--- src/sv/qpe_pkg.sv ---
// ----------------------------------------------------------------------------
// Quadratic polynomial evaluator package
// Sizes, fixed-point formats, shared types and term-ordering helpers.
// ----------------------------------------------------------------------------
`timescale 1ns / 1ps

package qpe_pkg;

	localparam int NUM_VARS   = 4;
	localparam int NUM_COEFFS = 15;
	localparam int FRAC_BITS  = 16;

	localparam int FIELD_VARS = 4;
	localparam int VAR_W      = 17;
	localparam int COEF_W     = 32;
	localparam int IDX_W      = 4;
	localparam int ACC_W      = 48;

	localparam int NUM_QUAD   = NUM_VARS * (NUM_VARS + 1) / 2;
	localparam int NUM_TERMS  = 1 + NUM_VARS + NUM_QUAD;
	localparam int GROUP      = 4;
	localparam int NUM_GROUPS = (NUM_TERMS + GROUP - 1) / GROUP;
	localparam int TERMS_PAD  = NUM_GROUPS * GROUP;

	localparam int P1_W = COEF_W + VAR_W + 1;
	localparam int T_W  = P1_W - FRAC_BITS;
	localparam int P2_W = T_W + VAR_W + 1;

	typedef enum logic [0:0] {
		OP_EVAL  = 1'b0,
		OP_WRITE = 1'b1
	} op_t;

	typedef logic        [VAR_W-1:0]  var_t;
	typedef logic signed [COEF_W-1:0] coef_t;
	typedef logic signed [T_W-1:0]    prod_t;
	typedef logic signed [ACC_W-1:0]  acc_t;
	typedef coef_t [NUM_COEFFS-1:0]   coef_arr_t;

	typedef struct packed {
		logic             en;
		logic [IDX_W-1:0] idx;
		coef_t            value;
	} coef_wr_t;

	function automatic int quad_i(int q);
		int n;
		int qi;
		n  = 0;
		qi = 0;
		for (int i = 0; i < NUM_VARS; i++) begin
			for (int j = 0; j <= i; j++) begin
				if (n == q) begin
					qi = i;
				end
				n++;
			end
		end
		return qi;
	endfunction

	function automatic int quad_j(int q);
		int n;
		int qj;
		n  = 0;
		qj = 0;
		for (int i = 0; i < NUM_VARS; i++) begin
			for (int j = 0; j <= i; j++) begin
				if (n == q) begin
					qj = j;
				end
				n++;
			end
		end
		return qj;
	endfunction

endpackage

--- src/sv/qpe_coef_table.sv ---
// ----------------------------------------------------------------------------
// Coefficient table
// Register file of signed coefficients with one write port, cleared at reset.
// ----------------------------------------------------------------------------
`timescale 1ns / 1ps

module qpe_coef_table import qpe_pkg::*; (
	input  logic      clk,
	input  logic      arst_n,
	input  coef_wr_t  wr,
	output coef_arr_t coefs
);

	coef_arr_t coef_q;

	for (genvar k = 0; k < NUM_COEFFS; k++) begin : g_entry
		always_ff @(posedge clk or negedge arst_n) begin
			if (!arst_n) begin
				coef_q[k] <= '0;
			end else if (wr.en && wr.idx == IDX_W'(k)) begin
				coef_q[k] <= wr.value;
			end
		end
	end

	assign coefs = coef_q;

`ifndef SYNTHESIS
	a_write_lands: assert property (@(posedge clk) disable iff (!arst_n)
		(wr.en && wr.idx < NUM_COEFFS) |=> coef_q[$past(wr.idx)] == $past(wr.value))
		else $error("coefficient write did not land");

	a_write_ignored: assert property (@(posedge clk) disable iff (!arst_n)
		(wr.en && wr.idx >= NUM_COEFFS) |=> $stable(coef_q))
		else $error("out-of-range write changed the table");

	a_idle_stable: assert property (@(posedge clk) disable iff (!arst_n)
		!wr.en |=> $stable(coef_q))
		else $error("table changed without a write");
`endif

endmodule

--- config.mk ---
export PLATFORM = sky130hd
export DESIGN_NAME = qpe_coef_table
export DESIGN_NICKNAME = d
export VERILOG_FILES = /design/src/sv/qpe_pkg.sv /design/src/sv/qpe_coef_table.sv
export SDC_FILE = /design/constraint.sdc
export NUM_CORES = 1
export LEC_CHECK = 0
export ABC_AREA = 1
export BUFFER_PORTS_ARGS = -buffer_cell sky130_fd_sc_hd__buf_4
export CAP_MARGIN = 30
export CORE_UTILIZATION = 35
export CTS_BUF_LIST = sky130_fd_sc_hd__clkbuf_4 sky130_fd_sc_hd__clkbuf_8
export CTS_CLUSTER_DIAMETER = 60
export DETAILED_ROUTE_END_ITERATION = 10
export PLACE_DENSITY = 0.62
export SYNTH_ARGS = -nofsm -noshare
export SYNTH_HDL_FRONTEND = slang
export SYNTH_SLANG_ARGS = --single-unit
--- constraint.sdc ---
create_clock -name clk -period 0.8 [get_ports clk]
set_input_delay 0.12 -clock clk [delete_from_list [all_inputs] [get_ports clk]]
set_output_delay 0.12 -clock clk [all_outputs]
set_load 0.05 [all_outputs]
==> flow_summary.ini, run 1 <==
[sta]
setup_viol_count_final = 499
fin_crit_ps = 1420
worst_slew_pin_slew_ps = 402
fin_crit_sh_pct = 177
slew_headroom_pct = 73.2
slew_viol_final = 0
finalHoldViolations = 3
fin_ws_ps = -616
rsz0062_at_grt = true
skew_ps = 0
fmax_mhz = 706
hold_ws_ps = -44.9

[finish]
largest_reg_flops = 480
fin_nets = 2946
drive_above_1_share_pct = 40.7
diodes = 0
final_core_util_pct = 56.5
num-fill-cells = 4611
area_growth_pct = 58.5

[clock_network]
numCtsBuffers = 83
insertion_delay_ps = 670
clk_pin_slew_worst_paths_ps = 60
cts_root_buf = clkbuf_8
cts_buffer_depth = 3
cts_tree = built
htreeDepth = 3
cts_num_sinks = 480

[logic_synthesis]
syn-num-nets = 2235
synth_top_family_by_area = simple AND/OR/NAND/NOR gates
synth-adder-area-share_pct = 0
async_flop_share_pct = 100
synth-seq-cells = 480
syn_avg_cell_area_sq_um = 8.76
synth.distinct_cells = 12
ys.flop_type = dfrtp_1
synth_top_area_share_pct = 62.4
synth_edf_count = 0
syn_area_sq_mm = 0.0192
synth-xor-area-share_pct = 0
synthMuxAreaShare_pct = 0
synth_area_leaders = dfrtp_1 (62%), nand2_1 (22%), nand3_1 (4.3%), nand4_1 (3.1%), o21bai_1 (2.5%)
synth.most_common_cell = nand2_1
synth-simple-area-share_pct = 29.8
ys_seq_area_share_pct = 62.4
synth_compound_area_share_pct = 2.50
synth_top_area_cell = dfrtp_1
synth_common_cells = nand2_1 (1133), dfrtp_1 (480), nand3_1 (167), nand4_1 (96), clkbuf_1 (88)
ys_warn_count = 0
synth_cells = 2196

[grt]
track_usage_pct = 27.9
grt_max_degree = 54
grt-ovfl-total = 0
grt_pass1_wl_mm = 117
grt_antenna_before_repair = 1
grt_pass1_vias = 18300

[min_path]
hold_class = in -> reg
whs_path_depth = 5

[detailed_routing]
wirelength_mm = 78.9
wl_per_cell_microns = 21.5
ant_nets = 0
drtIter0Drc = 1375
drc_errors = 0
drtPass1Iterations = 5
viasPerCell = 5.04
via_count = 18500

[worst_setup_path]
rr_worst_depth = 4
critPathTopFamily = flip-flops
arrival_ps = 1300
start_kind = register
crit_chain = buf_6
worstPathMaxFanout = 2
worstSetupPathType = reg -> out
worst_setup_path_end_kind = output port
cpPeakStageDelay_ps = 430
crit_path_top_delay_cell = dfrtp_2
crit_required_ps = 680
crit_cells = 1
cp_num_buf_inv = 1
r2r_slack_ps = -70

[status]
violations = hold timing, setup timing
status = finished, violations left

[power_and_ir_drop]
p_leak_nw = 15.8
power_density_mw_per_mm2 = 3310
vdd_drop_max_mv = 1.94

[floorplan]
io_pins = 519
coreArea_sq_mm = 0.0540
fp.dieH_microns = 236
rows = 85
initial_utilization_pct = 35.6
dieArea_sq_mm = 0.0559
die_x_microns = 236

[run]
cap_violations = 0

[placed_design]
pre_cts_ws_ps = -467
port_buffers = 518
gp_congestion = 0.847
dp_hpwl_mm = 52.6
==> worst paths after layout <==
path | end | start
setup / recovery | coefs[307] | coefs[307]$_DFFE_PN0P_
hold / removal | coefs[208]$_DFFE_PN0P_ | wr[35]
setup reg to reg | coefs[290]$_DFFE_PN0P_ | coefs[290]$_DFFE_PN0P_
hold reg to reg | coefs[109]$_DFFE_PN0P_ | coefs[109]$_DFFE_PN0P_
max in group asynchronous | coefs[2]$_DFFE_PN0P_ | arst_n
min in group asynchronous | coefs[132]$_DFFE_PN0P_ | arst_n
==> stage by stage <==
stage	setup TNS (ps)	area (sq um)	power, mW	cells
after CTS	-294430	29900	100	3604
after global placement	-174130	25300	68.9	3354
after detailed placement	-185950	25300	69.4	3354
after floorplan	-24040	20100	56.1	2196
after global routing	-299290	30500	105	3672
final	-268710	30500	101	3672
==> report_power, final <==
part	switching [mW]	internal [mW]	total (mW)
Sequential	4.25	29.9	34.1
Clock	10.6	14.6	25.2
Combinational	27.1	14.6	41.7
==> area by class of cell <==
| cell class | count | area, sq um | share of cell area (%) |
|---|---|---|---|
| Clock buffer | 136 | 1670 | 5.48 |
| Clock inverter | 18 | 223 | 0.730 |
| Inverter | 71 | 268 | 0.878 |
| Multi-Input combinational cell | 1474 | 6440 | 21.1 |
| Sequential cell | 480 | 12300 | 40.4 |
| Tap cell | 696 | 871 | 2.86 |
| Timing Repair Buffer | 797 | 8710 | 28.5 |
==> cells by family after synthesis <==
family                 count (synthesis)
buffers and inverters                242
and+or+nand+nor                     1410
AOI/OAI and AO/OA                     64
DFF                                  480
==> layout by cell type (no fill, tap or decap), types with 21 or more instances in the layout <==
master	Yosys	routed
dfrtp_1	480	230
clkbuf_8	0	104
buf_6	0	466
nand4_1	96	96
nand3_1	167	160
inv_1	70	63
buf_12	0	58
buf_4	0	216
dfrtp_2	0	250
dlygate4sd3_1	0	36
nand2_1	1133	1117
buf_8	0	21
o21bai_1	64	62
clkbuf_4	0	32
==> per-layer routing <==
metal | up-vias | GRT usage, % | part of all wire [%] | wire [microns]
met5 | - | 0 | 0.011 | 9
met4 | 2 | 10.9 | 4.0 | 3160
met3 | 199 | 7.55 | 7.9 | 6250
met2 | 855 | 45.9 | 48 | 38000
met1 | 9116 | 34.9 | 40 | 31400
li1 | 8328 | - | - | -
==> timing repair <==
item | 4_1_cts | 5_1_grt
hold buffers | 38 | 1
gates resized for setup | 493 | 28
hold endpoints to repair | 960 | 6
setup buffers | 58 | 71
endpoints found under the setup margin | 480 | 510
pin swaps | 0 | 13
Note: power is estimated with default switching activity, not from simulation.
==> run 2: changes to the inputs <==
--- a/config.mk
+++ b/config.mk
@@ -5,14 +5,13 @@
 export SDC_FILE = /design/constraint.sdc
 export NUM_CORES = 1
 export LEC_CHECK = 0
-export ABC_AREA = 1
 export BUFFER_PORTS_ARGS = -buffer_cell sky130_fd_sc_hd__buf_4
 export CAP_MARGIN = 30
 export CORE_UTILIZATION = 35
 export CTS_BUF_LIST = sky130_fd_sc_hd__clkbuf_4 sky130_fd_sc_hd__clkbuf_8
 export CTS_CLUSTER_DIAMETER = 60
 export DETAILED_ROUTE_END_ITERATION = 10
-export PLACE_DENSITY = 0.62
+export PLACE_DENSITY = 0.63
 export SYNTH_ARGS = -nofsm -noshare
 export SYNTH_HDL_FRONTEND = slang
 export SYNTH_SLANG_ARGS = --single-unit
==> run 2 against run 1 <==
Critical path type unchanged. Clock power fell by 6%. Critical path depth did not move. Cell area fell by 0.62%. Highest routed layer is now met4. Fmax rose by 0.80%. Global-route usage fell by 5.2 points. The flow finishes with violations (setup timing). Utilization rose by 3.7 points. Register-to-register slack got worse by 170 ps. Worst setup slack improved by 11 ps.
==> flow_summary.ini, run 2 <==
[worst_setup_path]
cp_num_buf_inv = 1
arrival_ps = 1280
cpPeakStageDelay_ps = 430
r2r_end = coefs[100]$_DFFE_PN0P_
crit_path_top_delay_cell = dfrtp_1
crit_chain = buf_6
critPathTopFamily = flip-flops
worstPathMaxFanout = 2
worstSetupPathType = reg -> out
r2r_slack_ps = -240
start_kind = register
rr_worst_depth = 3
worst_setup_path_end_kind = output port
crit_required_ps = 680
reg2reg_from = coefs[100]$_DFFE_PN0P_

[floorplan]
rows = 82
dieArea_sq_mm = 0.0521
coreArea_sq_mm = 0.0504
initial_utilization_pct = 35.6
io_pins = 519
fp.dieH_microns = 228
die_x_microns = 228

[logic_synthesis]
synth_area_leaders = dfrtp_1 (67%), mux2_2 (27%), mux2_1 (3.6%), buf_2 (1.2%), clkbuf_1 (0.73%)
syn_avg_cell_area_sq_um = 16.8
synthMuxAreaShare_pct = 30.2
synth_common_cells = dfrtp_1 (480), mux2_2 (423), mux2_1 (57), buf_2 (44), clkbuf_1 (35)
synth_top_area_share_pct = 67.0
synth-adder-area-share_pct = 0
synth-seq-cells = 480
ys_warn_count = 0
synth-xor-area-share_pct = 0
ys_seq_area_share_pct = 67.0
synth_cells = 1065
ys.flop_type = dfrtp_1
synth_compound_area_share_pct = 0
async_flop_share_pct = 100
synth_top_family_by_area = multiplexers
synth_edf_count = 0
synth.most_common_cell = dfrtp_1
syn_area_sq_mm = 0.0179
synth-simple-area-share_pct = 0.698
synth.distinct_cells = 14
synth_top_area_cell = dfrtp_1
syn-num-nets = 1104

[min_path]
hold_class = in -> async

[finish]
final_cells = 2604
largest_reg_flops = 480
final_common_cell = buf_6
final_core_util_pct = 60.2
area_growth_pct = 69.1
design_area_sq_mm = 0.0303
final_cell_mix = buf_6 (612), dfrtp_1 (449), mux2_4 (256), mux2_2 (222), clkbuf_8 (112)
fin_nets = 1905
num-fill-cells = 3658
drive_above_1_share_pct = 74.7

[sta]
worst_slew_pin_slew_ps = 320
fin_crit_ps = 1400
fin_crit_sh_pct = 176
skew_ps = 0
fmax_mhz = 712
rsz0062_at_grt = true
setup_viol_count_final = 729
slew_headroom_pct = 78.7
finalHoldViolations = 0
fin_ws_ps = -605
slew_viol_final = 0

[power_and_ir_drop]
vdd_drop_max_mv = 1.98
power_mw = 107
pwr-share-comb_pct = 45.1
switching_power_mw = 42.6
power_density_mw_per_mm2 = 3520
clkPwrFrac_pct = 22.2
internal_power_mw = 64.0
seqPwrFrac_pct = 32.6
netSwitchingFraction_pct = 40.0
p_leak_nw = 14.6

[clock_network]
htreeDepth = 3
insertion_delay_ps = 660
clk_pin_slew_worst_paths_ps = 60
cts_root_buf = clkbuf_8
cts_tree = built
cts_buffer_depth = 3
numCtsBuffers = 83
cts_num_sinks = 480

[placed_design]
placed_cell_area_sq_mm = 0.0239
port_buffers = 518
place_inst = 2234
dp_hpwl_mm = 39.0
gp_congestion = 0.815

[grt]
grt_max_degree = 57
grt-ovfl-total = 0
grt_pass1_vias = 13500
grt_antenna_before_repair = 2
grt_pass1_wl_mm = 88.4
track_usage_pct = 22.6

[detailed_routing]
drtIter0Drc = 500
wirelength_mm = 63.2
viasPerCell = 4.81
drtPass1Iterations = 5
via_count = 12500
wl_per_cell_microns = 24.3
ant_nets = 0
drc_errors = 0

[status]
violations = setup timing
status = finished, violations left

[run]
cap_violations = 0
==> run 2: cells by family (layout without fill, tap and decap cells) <==
logic type    after synthesis  in the layout
mux                       480            480
flops                     480            480
buf+inv                    82            946
simple gates               23             23
other cells                 0              3
==> run 2: power by group through the flow <==
stage | registers, mW | logic [mW] | clock network [mW]
floorplan | 53.3 | 6.46 | 0
CTS | 34.3 | 45.9 | 24.2
global placement | 33.5 | 39.4 | 0
detailed placement | 33.7 | 39.6 | 0
finish | 34.8 | 48.1 | 23.7
global route | 35.4 | 49.4 | 25.5
==> run 2: worst max-delay path by stage <==
stage / startpoint / endpoint / slack, ps / depth (start not counted)
global route: coefs[206]$_DFFE_PN0P_ / coefs[206] / -670 / 1
finish: coefs[206]$_DFFE_PN0P_ / coefs[206] / -600 / 1
CTS: coefs[206]$_DFFE_PN0P_ / coefs[206] / -670 / 1
global placement: wr[35] / coefs[138]$_DFFE_PN0P_ / -750 / 5
detailed placement: wr[35] / coefs[136]$_DFFE_PN0P_ / -770 / 5
floorplan: wr[35] / coefs[129]$_DFFE_PN0P_ / -520 / 5
==> run 2: cell type report <==
type	count	area (sq um)	share of cell area, %
antenna	3	7.51	0.0248
clock buffer	139	1740	5.75
sequential	480	12100	39.8
multi-input combinational	503	6620	21.8
clock inverter	9	51.3	0.169
timing repair buffer	798	9000	29.7
tap	672	841	2.77
==> run 2: per-stage QoR <==
stage	hold WS, ps	worst slack, ps	setup TNS [ps]
6_report	92.5	-605	-270550
5_1_grt	60.6	-666	-303880
4_1_cts	6.57	-666	-299510
3_5_place_dp	126	-771	-315940
3_3_place_gp	130	-754	-310950
2_1_floorplan	-176	-516	-175570
==> run 2: per-layer routing <==
metal | vias up | part of all wire, % | GRT usage [%]
met3 | 99 | 6.1 | 6.26
met5 | - | 0 | 0
li1 | 5344 | - | -
met4 | 0 | 3.2 | 9.84
met1 | 6629 | 41 | 27.9
met2 | 461 | 50 | 37.2
==> run 2: worst min-delay path: stages <==
cell and delay (ps):
dlygate4sd3_1 600, buf_8 170, buf_12 200
==> run 2: repair_timing <==
| action | in CTS | in global routing |
|---|---|---|
| pin swaps | 1 | 7 |
| setup buffers | 131 | 75 |
| resized for setup | 510 | 190 |
| setup endpoints to repair | 516 | 795 |
| gates cloned | 1 | 10 |
| hold endpoints to repair | 960 | 0 |
| hold buffers | 33 | 0 |
